File: src/rtl/fsws_pkg.sv
// Shared types, constants and tables of the square wave synthesizer.
package fsws_pkg;

  localparam int MAX_HARMONICS = 64;
  localparam int SINE_DEPTH    = 1024;
  localparam int SINE_IDX_W    = $clog2(SINE_DEPTH);
  localparam int SINE_K_W      = SINE_IDX_W + 1;

  localparam int AMP_W   = 24;
  localparam int PHASE_W = 32;
  localparam int TSTEP_W = 32;
  localparam int HCNT_W  = 7;
  localparam int IDX_W   = 16;
  localparam int TIME_W  = 48;
  localparam int SIG_W   = 26;
  localparam int SINE_W  = 16;
  localparam int COEF_W  = 24;
  localparam int PROD1_W = AMP_W + COEF_W;
  localparam int PROD2_W = PROD1_W + SINE_W;
  localparam int TERM_W  = PROD2_W - 31;
  localparam int SUM_W   = 40;
  localparam int CFG_W   = 32;

  localparam logic [63:0] Q30_ONE     = 64'd1073741824;
  localparam logic [63:0] HALF_PI_Q30 = 64'd1686629713;

  typedef enum logic [1:0] {
    CFG_AMPLITUDE,
    CFG_PHASE_STEP,
    CFG_TIME_STEP,
    CFG_HARMONIC_COUNT
  } cfg_idx_e;

  typedef enum logic [1:0] {
    ST_IDLE,
    ST_SETUP,
    ST_ISSUE,
    ST_DRAIN
  } seq_state_e;

  typedef struct packed {
    logic              valid;
    logic [HCNT_W-1:0] j;
  } issue_t;

  typedef struct packed {
    logic              valid;
    logic              neg;
    logic [TERM_W-1:0] mag;
  } term_t;

  typedef logic [SINE_W-1:0] sine_rom_t [SINE_DEPTH+1];

  function automatic logic [SINE_W-1:0] sine_entry(input logic [63:0] k);
    logic [63:0] x;
    logic [63:0] x2;
    logic [63:0] t;
    logic [63:0] s;
    x  = (HALF_PI_Q30 * k) / SINE_DEPTH;
    x2 = (x * x) >> 30;
    t  = Q30_ONE - x2 / 72;
    t  = Q30_ONE - ((x2 * t) >> 30) / 42;
    t  = Q30_ONE - ((x2 * t) >> 30) / 20;
    t  = Q30_ONE - ((x2 * t) >> 30) / 6;
    s  = (x * t) >> 30;
    s  = (s + 64'd16384) >> 15;
    if (s > 64'd32768) begin
      s = 64'd32768;
    end
    return s[SINE_W-1:0];
  endfunction

  function automatic sine_rom_t sine_rom_init();
    sine_rom_t rom;
    for (int k = 0; k <= SINE_DEPTH; k++) begin
      rom[k] = sine_entry(64'(k));
    end
    return rom;
  endfunction

  // Coefficient 2/(pi j) in Q24, truncated, for the odd harmonics.
  function automatic logic [COEF_W-1:0] harmonic_coef(input logic [HCNT_W-1:0] j);
    logic [COEF_W-1:0] c;
    case (j)
      7'd1:    c = 24'd10680707;
      7'd3:    c = 24'd3560235;
      7'd5:    c = 24'd2136141;
      7'd7:    c = 24'd1525815;
      7'd9:    c = 24'd1186745;
      7'd11:   c = 24'd970973;
      7'd13:   c = 24'd821592;
      7'd15:   c = 24'd712047;
      7'd17:   c = 24'd628276;
      7'd19:   c = 24'd562142;
      7'd21:   c = 24'd508605;
      7'd23:   c = 24'd464378;
      7'd25:   c = 24'd427228;
      7'd27:   c = 24'd395581;
      7'd29:   c = 24'd368300;
      7'd31:   c = 24'd344538;
      7'd33:   c = 24'd323657;
      7'd35:   c = 24'd305163;
      7'd37:   c = 24'd288667;
      7'd39:   c = 24'd273864;
      7'd41:   c = 24'd260505;
      7'd43:   c = 24'd248388;
      7'd45:   c = 24'd237349;
      7'd47:   c = 24'd227249;
      7'd49:   c = 24'd217973;
      7'd51:   c = 24'd209425;
      7'd53:   c = 24'd201522;
      7'd55:   c = 24'd194194;
      7'd57:   c = 24'd187380;
      7'd59:   c = 24'd181028;
      7'd61:   c = 24'd175093;
      7'd63:   c = 24'd169535;
      default: c = '0;
    endcase
    return c;
  endfunction

endpackage

File: src/rtl/fsws_final.sv
// Rounding, saturation and the output register of the synthesized samples.
module fsws_final
  import fsws_pkg::*;
(
  input  logic                    clk_i,
  input  logic                    rst_ni,
  input  logic                    load_i,
  input  logic                    take_i,
  input  logic signed [SUM_W-1:0] sum_i,
  input  logic [TIME_W-1:0]       time_i,
  output logic                    valid_o,
  output logic [TIME_W-1:0]       time_o,
  output logic signed [SIG_W-1:0] signal_o
);

  localparam logic [SUM_W-1:0] POS_MAX = SUM_W'((64'd1 << (SIG_W-1)) - 64'd1);
  localparam logic [SUM_W-1:0] NEG_MAX = SUM_W'(64'd1 << (SIG_W-1));

  logic                    valid_q;
  logic [TIME_W-1:0]       time_q;
  logic signed [SIG_W-1:0] signal_q;
  logic [SUM_W-1:0]        mag;
  logic [SUM_W-1:0]        rnd;
  logic signed [SIG_W-1:0] signal_d;

  always_comb begin
    mag = sum_i[SUM_W-1] ? (SUM_W'(0) - SUM_W'(sum_i)) : SUM_W'(sum_i);
    rnd = (mag + SUM_W'(128)) >> 8;
    if (sum_i[SUM_W-1]) begin
      signal_d = (rnd > NEG_MAX) ? signed'(NEG_MAX[SIG_W-1:0])
                                 : signed'(SIG_W'(0) - rnd[SIG_W-1:0]);
    end else begin
      signal_d = (rnd > POS_MAX) ? signed'(POS_MAX[SIG_W-1:0])
                                 : signed'(rnd[SIG_W-1:0]);
    end
  end

  always_ff @(posedge clk_i or negedge rst_ni) begin
    if (!rst_ni) begin
      valid_q <= 1'b0;
    end else if (load_i) begin
      valid_q <= 1'b1;
    end else if (take_i) begin
      valid_q <= 1'b0;
    end
  end

  always_ff @(posedge clk_i) begin
    if (load_i) begin
      time_q   <= time_i;
      signal_q <= signal_d;
    end
  end

  assign valid_o  = valid_q;
  assign time_o   = time_q;
  assign signal_o = signal_q;

endmodule

File: config.mk
export PLATFORM = sky130hd
export DESIGN_NAME = fsws_final
export DESIGN_NICKNAME = d
export VERILOG_FILES = /design/src/rtl/fsws_pkg.sv /design/src/rtl/fsws_final.sv
export SDC_FILE = /design/constraint.sdc
export NUM_CORES = 1
export LEC_CHECK = 0
export BUFFER_PORTS_ARGS = -buffer_cell sky130_fd_sc_hd__buf_2
export CORE_UTILIZATION = 44
export DETAILED_ROUTE_END_ITERATION = 10
export PLACE_DENSITY = 0.82
export RECOVER_POWER = 25
export SLEW_MARGIN = 20
export SYNTH_ARGS = -nofsm -noshare
export SYNTH_HDL_FRONTEND = slang
export SYNTH_SLANG_ARGS = --single-unit
File: constraint.sdc
create_clock -name clk_i -period 0.8 [get_ports clk_i]
set_input_delay 0 -clock clk_i [delete_from_list [all_inputs] [get_ports clk_i]]
set_output_delay 0 -clock clk_i [all_outputs]
set_load 0.005 [all_outputs]
After elaboration in Yosys (flattened, before gate mapping)
Index checks and enable logic that the tools add are counted.
W data, S select, Z words.

operators by class
  add/subtract/negate cells = 3
  magnitude comparators = 2
  mux-type cells = 6
  reductions and logical operators = 1

operators with widths
  cell                     number
  $mux W26                 3
  $add A40 B8 Y40 const B  1
  $mux W40                 1
  $sub A1 B40 Y40 const A  1
  $gt A32 B25 Y1 const B   1
  $gt A32 B26 Y1 const B   1
  $sub A1 B26 Y26 const A  1
  $mux W1                  2
  $reduce_bool A2 Y1       1

storage, ports and cells
  register bits after elaboration = 75
  input bits = 92
  output and inout port bits = 75
  logic and storage cells = 15

Longest topological paths before layout
Gate-level depths: netlist of the first run.

  depth after elaboration = 6
  depth in mapped cells = 24
  depth with buffers taken out = 16

Worst setup path after synthesis of the first run
No wires, ideal clock.

  path type = input port to flip-flop
  from = input port sum_i[39]
  to = register signal_q[17] (netlist: signal_o[17]) (data pin)
  arrival = 5,278 ps
  slack = -4,753 ps
  cell stages on the path = 22
  buffers on the path = 11
  cell sequence = clkbuf_1 > clkbuf_1 > buf_1 > clkbuf_1 > buf_1 > clkbuf_1 > buf_1 > o21ai_0 > xnor2_1 > ha_1 > clkbuf_1 > nand2_1 > a211o_1 > or4b_1 > buf_2 > o41ai_2 > a211oi_1 > or4_1 > buf_4 > buf_6 > nor3_2 > a211oi_2

on the way
  word-level cells in the longest chain between the ends = 6
  elaborated cells on any way between the ends = 9
  those cells by class = add/sub (3); order compare (2); mux (4)

RTL lines
  item                                              line                                text
  from (decl)                                       fsws_final.sv:9                     input logic signed [SUM_W-1:0] sum_i,
  $sub A1 B40 Y40                                   fsws_final.sv:27                    mag = sum_i[SUM_W-1] ? (SUM_W'(0) - SUM_W'(sum_i)) : SUM_W'(sum_i);
  $mux W40                                          fsws_final.sv:27
  $add A40 B8 Y40                                   fsws_final.sv:28                    rnd = (mag + SUM_W'(128)) >> 8;
  $gt A32 B25 Y1 or $gt A32 B26 Y1 (tied branches)  fsws_final.sv:33, fsws_final.sv:30
  $mux W26, on equally long branches                fsws_final.sv:33, fsws_final.sv:30
  $mux W26 (*)                                      fsws_final.sv:29                    if (sum_i[SUM_W-1]) begin
  named net signal_d[17]                            fsws_final.sv:24                    logic signed [SIG_W-1:0] signal_d;
  to (signal assigned)                              fsws_final.sv:51                    signal_q <= signal_d;
  to (decl)                                         fsws_final.sv:21                    logic signed [SIG_W-1:0] signal_q;

The timed path passes the listed nets; every way through them passes the cells marked *.
A chain may end at the register's enable or synchronous reset.

Worst setup path in the final report of the first run
  from = input port sum_i[2]
  to = register signal_q[21] (netlist: signal_o[21]) (data pin)

on the way
  word-level cells in the longest chain between the ends = 6
  elaborated cells on any way between the ends = 9
  those cells by class = add/sub (3); order compare (2); mux (4)

RTL lines
  item                                           line                                text
  $sub A1 B40 Y40                                fsws_final.sv:27
  $mux W40 (*)                                   fsws_final.sv:27
  $add A40 B8 Y40 (*)                            fsws_final.sv:28
  $sub A1 B26 Y26, or another cell as far along  fsws_final.sv:31                    : signed'(SIG_W'(0) - rnd[SIG_W-1:0]);
  $mux W26, on equally long branches             fsws_final.sv:30, fsws_final.sv:33
  $mux W26 (*)                                   fsws_final.sv:29
  named net signal_d[21]                         fsws_final.sv:24

Marked as above.

==> impl_metrics.env, run 1 <==
export IMPL_final_net_count=1054
export IMPL_synthMostInstantiatedCell="edfxtp_1"
export IMPL_die_x_um=115
export IMPL_syn_nets=662
export IMPL_ios=167
export IMPL_end_kind="flip-flop"
export IMPL_fin_ws_ps=-3360
export IMPL_r2r_start="valid_o"
export IMPL_grt_max_degree=39
export IMPL_p_int_mw=8.68
export IMPL_worst_pin_slew_ps=545
export IMPL_p_seq_frac=0.398
export IMPL_start_util=0.459
export IMPL_critPathRequiredTime_ps=860
export IMPL_comb_power_share=0.312
export IMPL_power_density_mw_per_mm2=1310
export IMPL_whs_path_depth=2
export IMPL_violations="setup timing"
export IMPL_vias=6410
export IMPL_fillers=817
export IMPL_seq_area_frac_synth=0.401
export IMPL_async_flop_share=0.0133
export IMPL_critical_path_reg2reg_endpoint="valid_o"
export IMPL_min_delay_start="load_i"
export IMPL_synth_top_cells_by_count="74 x edfxtp_1, 36 x nor2_1, 34 x xor2_1, 32 x nand2_1, 27 x clkbuf_1"
export IMPL_hold_viol=0
export IMPL_ys_flop_type="edfxtp_1"
export IMPL_worstPathMaxFanout=18
export IMPL_final_period_utilization=5.20
export IMPL_grt_ovfl_total=0
export IMPL_root_buffer="clkbuf_16"
export IMPL_synth_warnings=0
export IMPL_first_iter_violations=547
export IMPL_r2r_setup_slack_ps=150
export IMPL_max_freq_mhz=241
export IMPL_reg2reg_depth=1
export IMPL_cap_violations=0
export IMPL_whs_ps=227
export IMPL_setup_tns_ps=-87860
export IMPL_wirelength_mm=20.2
export IMPL_syn_avg_cell_area_um2=9.87
export IMPL_syn_to_final_growth_pct=65.0
export IMPL_period_minus_slack_ps=4160
export IMPL_clock_sinks=75
export IMPL_switching_share=0.282
export IMPL_hold_end="time_o[38]"
export IMPL_yosysTopAreaCellShare=0.397
export IMPL_power_switching_mw=3.40
export IMPL_grt_pass1_wl_mm=31.2
export IMPL_setup_worst_path_class="in -> reg"
export IMPL_syn_inst=567
export IMPL_path_clk_slew_ps=50
export IMPL_cts_buffers_inserted=9
export IMPL_peakVddDrop_mv=0.881
export IMPL_place_ws_ps=-3860
export IMPL_start_kind="primary input"
export IMPL_finClkSkew_ps=0
export IMPL_synth_area_leaders="edfxtp_1 40%, xor2_1 5.3%, xnor2_1 3.8%, nor2_1 2.4%, nor3_1 2.2%"
export IMPL_cts_htree_levels=3
export IMPL_rsz0062_at_grt="true"
export IMPL_setup_viol_count_final=98
export IMPL_relSlewSlack=0.632
export IMPL_holdCritPathClass="in -> reg"
export IMPL_synth_distinct_cells=80
export IMPL_synth_seq_cells=75
export IMPL_dieArea_mm2=0.0132
export IMPL_clock_power_share=0.290
export IMPL_routedWlPerCell_um=17.9
export IMPL_port_buffers=166
export IMPL_clk_path_buf_depth=2
export IMPL_grt_use_total=0.301
export IMPL_synth_edf_count=74
export IMPL_drt_antenna_violating_nets=0
export IMPL_syn_area_mm2=0.00560
export IMPL_num_rows=40
export IMPL_slew_violations=0
export IMPL_p_leak_nw=3.81
export IMPL_route_detailed_drc=0
export IMPL_outcome="finished with violations"
export IMPL_firstDrtPassIters=5
export IMPL_routed_via_density=5.66
export IMPL_cts_tree="done"
export IMPL_die_h_um=115
export IMPL_arrival_ps=4220
export IMPL_antenna_found_initial=0
export IMPL_dp_hpwl_mm=13.8
export IMPL_layout_drive_gt1_share=0.501
export IMPL_clock_latency_ps=330
export IMPL_synth_largest_area_cell="edfxtp_1"
export IMPL_grt_pass1_vias=6187
export IMPL_core_mm2=0.0122
export IMPL_finalWeightedCongestion=0.908
export IMPL_diodes=0
## placed cells by master (no fill, tap or decap), drive strengths merged, types with 4 or more instances in the layout
cell type    count
o31ai           11
and3            10
or4             16
nand4            9
o31a             4
or3             10
clkbuf          16
o41ai            8
nand3b           4
a211oi          12
edfxtp          74
o22ai           17
or2              7
nor3b            5
xor2            34
mux2             5
nand2           32
nand2b          11
inv             10
mux2i            5
buf            369
o21ai           31
a21oi            9
o21a             4
a2111oi          4
dlygate4sd3     51
nor2b            9
nand3           18
nor2            37
clkinv           4
xnor2           25
and2             4
nor3            30
nor4            13
a221oi          10
## through the flow
stage          instance area (um^2)  power, mW  utilization  std cells
3_3_place_gp                   7910       7.94        0.647       1045
4_1_cts                        9100       11.9        0.745       1125
6_report                       9240       12.1        0.757       1132
2_1_floorplan                  5700       6.24            -        567
3_5_place_dp                   7910       8.03        0.647       1045
5_1_grt                        9240       12.6        0.757       1132
## repair_timing
action                                  CTS  global route
endpoints found under the setup margin  101           101
pin swaps                                19             6
buffers inserted                         14             7
endpoints found under the hold margin    50             0
resized for setup                        56            20
hold buffers                             51             0
## logic make-up (layout without fill, tap and decap cells)
| kind of cell | Yosys count | count (layout) | synth area share |
|---|---|---|---|
| multiplexers | 10 | 10 | 0.0190 |
| AND/OR/NAND/NOR | 226 | 226 | 0.237 |
| adder cells (fa/ha/maj) | 3 | 3 | 0.00670 |
| AO/OA/AOI/OAI | 141 | 141 | 0.198 |
| XOR/XNOR | 59 | 59 | 0.0936 |
| flip-flops | 75 | 75 | 0.401 |
| buffers and inverters | 53 | 450 | 0.0445 |
## worst max-delay path, stage by stage
cell,delay [ps]
buf_6,90
or4_4,530
or4_4,570
buf_12,180
o41ai_4,320
xor2_1,140
or3_4,390
or3_4,440
nor3_1,220
o2111ai_1,200
or4_4,540
buf_12,180
nor2_4,270
a221oi_2,120
## layer usage
| metal | vias up | part of all wire | GRT usage |
|---|---|---|---|
| met5 | - | 0 | 0 |
| met4 | 0 | 0.036 | 0.127 |
| met3 | 53 | 0.083 | 0.0532 |
| met2 | 349 | 0.49 | 0.526 |
| met1 | 3024 | 0.39 | 0.367 |
| li1 | 2984 | - | - |
## state kept, by name, summed over array words and instances, names as in the netlist
register	cells
signal_o	26
valid_o	1
time_o	48
## layout make-up
cell class                      instances  area, um^2  share of cell area
Clock inverter                          4        17.5             0.00190
Timing Repair Buffer                  424        2980               0.323
Inverter                               10        37.5             0.00406
Multi-Input combinational cell        439        3510               0.380
Sequential cell                        75        2250               0.243
Clock buffer                           12         236              0.0256
Tap cell                              168         210              0.0228
## power groups by stage
stage	clock [mW]	combinational, mW	sequential (mW)
4_1_cts	3.50	3.57	4.80
3_3_place_gp	0	3.06	4.87
2_1_floorplan	0	1.33	4.91
3_5_place_dp	0	3.16	4.88
6_report	3.51	3.77	4.81
5_1_grt	3.70	4.04	4.83
## how the worst max path moves through the flow
| stage | from | end | slack, ps | depth (start not counted) |
|---|---|---|---|---|
| floorplan | sum_i[9] | signal_o[23] | -3920 | 18 |
| global placement | sum_i[2] | signal_o[9] | -3730 | 14 |
| detailed placement | sum_i[2] | signal_o[22] | -3860 | 13 |
| CTS | sum_i[10] | signal_o[21] | -3220 | 14 |
| global route | sum_i[1] | signal_o[12] | -3490 | 16 |
| finish | sum_i[2] | signal_o[21] | -3360 | 14 |
Note: power is estimated with default switching activity, not from simulation.
==> run 2, diff against run 1 <==
ABC_AREA = 1   (was unset)
PLACE_DENSITY = 0.8   (was 0.82)
==> impl_metrics.env, run 2 <==
export IMPL_synth_largest_area_cell="edfxtp_1"
export IMPL_worstPathMaxFanout=5
export IMPL_holdCritPathClass="in -> reg"
export IMPL_syn_nets=1112
export IMPL_cap_violations=0
export IMPL_setup_viol_count_final=119
export IMPL_reg2reg_depth=2
export IMPL_routedWlPerCell_um=18.7
export IMPL_num_rows=45
export IMPL_crit_chain="buf_8 > nor2_4 > nand2_4 > nor2_4 > buf_4 > nand3_2 > nand2_1 > nand2_1 > nand2_4 > buf_4 > nand3_4 > nor2_8 > buf_4 > nand4_1 > nand2_1 > nand2_1 > nor2_4 > nand2_4 > buf_4 > nand2_1 > nand2_1 > inv_1 > nand3_2 > nand2_2"
export IMPL_critical_path_reg2reg_endpoint="valid_o"
export IMPL_finalNonFillerCells=1715
export IMPL_port_buffers=166
export IMPL_final_common_cell="nand2_1"
export IMPL_final_cell_mix="281 x nand2_1, 256 x buf_4, 154 x buf_2"
export IMPL_largest_reg_flops=48
export IMPL_synth_compound_area_frac=0.0419
export IMPL_finClkSkew_ps=0
export IMPL_start_kind="primary input"
export IMPL_violations="setup timing"
export IMPL_antenna_found_initial=2
export IMPL_cts_tree="done"
export IMPL_cpMaxStageDelayCell="nor2_4"
export IMPL_dp_cells=1608
export IMPL_min_delay_start="load_i"
export IMPL_cts_buffers_inserted=9
export IMPL_start_util=0.453
export IMPL_place_area_mm2=0.00976
export IMPL_end_kind="flip-flop"
export IMPL_peakVddDrop_mv=1.18
export IMPL_r2r_start="valid_o"
export IMPL_synth_top_family_by_area="simple AND/OR/NAND/NOR gates"
export IMPL_outcome="finished with violations"
export IMPL_die_h_um=127
export IMPL_first_iter_violations=1260
export IMPL_fin_ws_ps=-1900
export IMPL_critPathRequiredTime_ps=1010
export IMPL_hold_end="time_o[45]"
export IMPL_muxShareOfSynthArea=0
export IMPL_slew_violations=0
export IMPL_ios=167
export IMPL_vias=9334
export IMPL_cts_htree_levels=3
export IMPL_finalWeightedCongestion=0.922
export IMPL_synth_adder_area_share=0.00544
export IMPL_max_freq_mhz=370
export IMPL_final_period_utilization=3.37
export IMPL_grt_pass1_wl_mm=46.1
export IMPL_cp_slowest_stage_delay_ps=220
export IMPL_synth_top_cells_by_count="343 x nand2_1, 119 x inv_1, 109 x nor2_1, 100 x nand3_1, 74 x edfxtp_1"
export IMPL_drt_antenna_violating_nets=0
export IMPL_synth_distinct_cells=37
export IMPL_syn_area_mm2=0.00691
export IMPL_seq_area_frac_synth=0.325
export IMPL_async_flop_share=0.0133
export IMPL_wirelength_mm=32.0
export IMPL_worst_pin_slew_ps=679
export IMPL_power_density_mw_per_mm2=1200
export IMPL_routed_via_density=5.44
export IMPL_synth_area_leaders="edfxtp_1 32%, nand2_1 19%, nand3_1 7.2%, inv_1 6.5%, nor2_1 5.9%"
export IMPL_core_mm2=0.0153
export IMPL_whs_ps=265
export IMPL_p_leak_nw=5.73
export IMPL_rsz0062_at_grt="true"
export IMPL_crit_top_cell="nand2_1"
export IMPL_layout_drive_gt1_share=0.504
export IMPL_grt_max_degree=37
export IMPL_syn_inst=1017
export IMPL_final_net_count=1593
export IMPL_synth_xor_area_share=0.0140
export IMPL_die_x_um=127
export IMPL_grt_ovfl_total=0
export IMPL_clock_latency_ps=330
export IMPL_syn_to_final_growth_pct=70.5
export IMPL_path_clk_slew_ps=70
export IMPL_synth_warnings=0
export IMPL_stdcell_area_mm2=0.0118
export IMPL_route_detailed_drc=0
export IMPL_dieArea_mm2=0.0162
export IMPL_relSlewSlack=0.547
export IMPL_whs_path_depth=2
export IMPL_finalPower_mw=14.1
export IMPL_yosysTopAreaCellShare=0.322
export IMPL_dp_hpwl_mm=17.9
export IMPL_ys_flop_type="edfxtp_1"
export IMPL_hold_viol=0
export IMPL_syn_avg_cell_area_um2=6.79
export IMPL_firstDrtPassIters=6
export IMPL_synthSimpleGateAreaFrac=0.530
export IMPL_root_buffer="clkbuf_16"
export IMPL_period_minus_slack_ps=2700
export IMPL_clock_sinks=75
export IMPL_grt_use_total=0.371
export IMPL_r2r_setup_slack_ps=180
export IMPL_synthMostInstantiatedCell="nand2_1"
export IMPL_utilization=0.772
export IMPL_arrival_ps=2910
export IMPL_synth_edf_count=74
export IMPL_synth_seq_cells=75
export IMPL_clk_path_buf_depth=2
export IMPL_grt_pass1_vias=8872
export IMPL_setup_worst_path_class="in -> reg"
==> run 2: changes by cell type after synthesis, sizes merged, moves of 17 or more <==
cell | before | now
nor2 | 37 | 155
nand3 | 18 | 122
xor2 | 34 | 9
o21ai | 31 | 48
nor3 | 30 | 7
xnor2 | 25 | 2
nand4 | 9 | 26
clkbuf | 27 | 4
o22ai | 17 | 0
inv | 10 | 123
nand2 | 32 | 409
==> run 2: final cells by class <==
| type | instances | area [um^2] |
|---|---|---|
| clock buffers | 10 | 229 |
| multi-input cells | 805 | 5020 |
| well taps | 211 | 264 |
| diodes | 1 | 2.50 |
| repair buffers | 483 | 3460 |
| inverters | 124 | 472 |
| clock inverters | 6 | 80.1 |
| flip-flops and latches | 75 | 2250 |
| fillers | 974 | 3480 |
==> run 2: per-layer routing <==
metal  wire [um]  part of all wire  GRT usage  up-vias
met1       11400              0.36      0.419     4162
met5          13           0.00041          0        -
met4        2350             0.073      0.221        2
met2       14700              0.46      0.635      719
met3        3570              0.11     0.0888      201
li1            -                 -          -     4250
==> run 2: through the flow <==
step           setup slack (ps)  setup TNS, ps
2_1_floorplan             -1650         -40920
3_3_place_gp              -2070         -52640
3_5_place_dp              -2150         -54450
4_1_cts                   -1580         -43270
5_1_grt                   -1990         -56200
6_report                  -1900         -52670
==> run 2: repair_timing <==
| item | CTS | global route |
|---|---|---|
| gates resized for setup | 151 | 123 |
| hold buffers | 51 | 0 |
| gates cloned | 3 | 0 |
| pin swaps | 64 | 45 |
| endpoints found under the hold margin | 50 | 0 |
| buffers inserted | 21 | 15 |
| setup endpoints to repair | 101 | 101 |
==> run 2: worst max-delay path, delay by kind of cell <==
family / cells / cell delay (ps)
AND/OR/NAND/NOR: 18 / 2030
buffers and inverters: 6 / 850
==> run 2: worst max path at each step <==
stage               startpoint           end  slack (ps)  cells after the start
global route          sum_i[3]  signal_o[24]       -1990                     24
global placement      sum_i[3]   signal_o[9]       -2070                     20
detailed placement    sum_i[8]   signal_o[9]       -2150                     21
CTS                   sum_i[2]  signal_o[20]       -1580                     25
finish                sum_i[3]  signal_o[20]       -1900                     24
floorplan             sum_i[6]  signal_o[14]       -1650                     26
==> run 2: report_power, final <==
group          internal [mW]  leakage (nW)  switching (mW)  total [mW]
clock network           2.71         0.148            1.70        4.41
registers               4.68         0.735           0.185        4.87
logic                   2.11          4.85            2.75        4.85
total                   9.50          5.73            4.63        14.1
==> run 2: cell families after synthesis <==
family | count (synthesis)
buffers and inverters | 140
DFF | 75
xor gates and xnor gates | 11
AOI/OAI and AO/OA | 54
and+or+nand+nor | 734
adders and majority gates | 3
==> run 3, diff against run 2 <==
==> constraint.sdc (replaced) <==
create_clock -name clk_i -period 0.8 [get_ports clk_i]
set_input_delay 0.12 -clock clk_i [delete_from_list [all_inputs] [get_ports clk_i]]
set_output_delay 0.12 -clock clk_i [all_outputs]
set_load 0.005 [all_outputs]
==> impl_metrics.env, run 3 (synthesized netlist as in run 2, its figures left out) <==
export IMPL_clock_power_share=0.277
export IMPL_setup_tns_ps=-65830
export IMPL_p_leak_nw=5.87
export IMPL_ios=167
export IMPL_worst_pin_slew_ps=468
export IMPL_syn_to_final_growth_pct=73.0
export IMPL_cap_violations=0
export IMPL_cts_buffers_inserted=9
export IMPL_critPathRequiredTime_ps=1000
export IMPL_comb_power_share=0.369
export IMPL_start_util=0.453
export IMPL_core_mm2=0.0153
export IMPL_worstPathMaxFanout=5
export IMPL_grt_max_degree=37
export IMPL_setup_worst_path_class="in -> reg"
export IMPL_holdCritPathClass="in -> async"
export IMPL_cts_tree="done"
export IMPL_final_cell_mix="271 x nand2_1, 253 x buf_4, 154 x buf_2"
export IMPL_final_seq_area_mm2=0.00225
export IMPL_grt_use_total=0.363
export IMPL_grt_ovfl_total=0
export IMPL_r2r_setup_slack_ps=-100
export IMPL_dieArea_mm2=0.0162
export IMPL_routedWlPerCell_um=18.8
export IMPL_grt_pass1_vias=8751
export IMPL_port_buffers=166
export IMPL_p_seq_frac=0.354
export IMPL_utilization=0.783
export IMPL_final_common_cell="nand2_1"
export IMPL_setup_viol_count_final=105
export IMPL_slew_violations=0
export IMPL_violations="setup timing"
export IMPL_route_detailed_drc=0
export IMPL_peakVddDrop_mv=1.41
export IMPL_die_x_um=127
export IMPL_finClkSkew_ps=0
export IMPL_final_period_utilization=3.81
export IMPL_final_net_count=1605
export IMPL_rsz0062_at_grt="true"
export IMPL_layout_drive_gt1_share=0.512
export IMPL_finalWeightedCongestion=0.916
export IMPL_whs_ps=85.0
export IMPL_hold_viol=0
export IMPL_vias=9389
export IMPL_drt_antenna_violating_nets=0
export IMPL_power_density_mw_per_mm2=1140
export IMPL_fin_ws_ps=-2250
export IMPL_max_freq_mhz=328
export IMPL_finalNonFillerCells=1727
export IMPL_grt_pass1_wl_mm=45.3
export IMPL_fillers=959
export IMPL_period_minus_slack_ps=3050
export IMPL_multi_input_area_mm2=0.00507
export IMPL_end_kind="flip-flop"
export IMPL_dp_hpwl_mm=17.6
export IMPL_largest_reg_flops=48
export IMPL_outcome="finished with violations"
export IMPL_arrival_ps=3260
export IMPL_relSlewSlack=0.685
export IMPL_wirelength_mm=32.4
export IMPL_dp_cells=1606
export IMPL_antenna_found_initial=5
export IMPL_path_clk_slew_ps=60
export IMPL_cts_htree_levels=3
export IMPL_place_ws_ps=-2280
export IMPL_num_rows=45
export IMPL_p_int_mw=8.99
export IMPL_routed_via_density=5.44
export IMPL_firstDrtPassIters=8
export IMPL_clk_path_buf_depth=2
export IMPL_switching_share=0.341
export IMPL_die_h_um=127
export IMPL_clock_sinks=75
export IMPL_first_iter_violations=1071
export IMPL_power_switching_mw=4.65
export IMPL_clock_latency_ps=340
export IMPL_start_kind="primary input"
export IMPL_root_buffer="clkbuf_16"
## run 3: cell types whose count changed in the layout (fill, tap and decap cells not counted), moves of 5 or more
cell	delta
nor2_2	-5
nor2_1	+8
o21ai_2	+5
buf_6	+13
nand2_1	-10
nand2_4	+5
inv_2	-5
nand2_2	+5
## run 3: repair_timing
action,CTS,global route
hold endpoints to repair,49,0
endpoints found under the setup margin,101,102
hold buffers,49,0
resized for setup,199,101
buffers inserted,29,22
cloned,4,0
pin swaps,86,63
## run 3: layout make-up
| type | count | share of cell area |
|---|---|---|
| antenna | 1 | 0.000209 |
| clock buffer | 13 | 0.0201 |
| clock inverter | 3 | 0.00126 |
| inverter | 124 | 0.0397 |
| multi-input combinational | 805 | 0.425 |
| sequential | 75 | 0.188 |
| tap | 211 | 0.0221 |
| timing repair buffer | 495 | 0.304 |
## run 3: power groups by stage
| stage | clock network, mW | logic [mW] | registers [mW] |
|---|---|---|---|
| 4_1_cts | 3.48 | 4.38 | 4.78 |
| 3_3_place_gp | 0 | 3.60 | 4.84 |
| 2_1_floorplan | 0 | 1.68 | 4.88 |
| 6_report | 3.78 | 5.04 | 4.83 |
| 3_5_place_dp | 0 | 3.70 | 4.84 |
| 5_1_grt | 3.88 | 5.34 | 4.85 |
## run 3: worst paths after layout
kind,start,to,cells past startpoint
setup / recovery,sum_i[6],signal_o[19],23
hold / removal,rst_ni,valid_o,2
setup reg to reg,valid_o,valid_o,2
hold reg to reg,valid_o,valid_o,2
max in group asynchronous,rst_ni,valid_o,2
min in group clk_i,take_i,valid_o,2
## run 3: per-layer routing
metal	routed length, um	GRT usage	share of wire	up-vias
li1	-	-	-	4283
met1	11400	0.411	0.35	4221
met2	14600	0.620	0.45	670
met3	3850	0.0833	0.12	205
met4	2420	0.222	0.075	10
met5	60	0	0.0019	-
## run 3: worst max-delay path, cell delays in order
cell     delay (ps)
buf_8           110
nor2_4          190
nand2_4         100
nor2_8          170
nand2_4          80
nand2_2          60
nand2_2          60
nand2_4         130
nand2_8          90
nor2_1          200
nand3_2         180
nand2_1         100
nand2_1         100
nor2_2          200
buf_4           160
nand2_1          50
nor2_1          160
nand4_1         140
nand2_1          90
nand2_1          70
inv_1           250
nand3_2         280
nand2_1         160
## run 3: through the flow
| step | power [mW] | cell area, um^2 |
|---|---|---|
| floorplan | 6.56 | 7010 |
| global placement | 8.44 | 9760 |
| detailed placement | 8.54 | 9760 |
| CTS | 12.6 | 11400 |
| global route | 14.1 | 11900 |
| finish | 13.6 | 11900 |
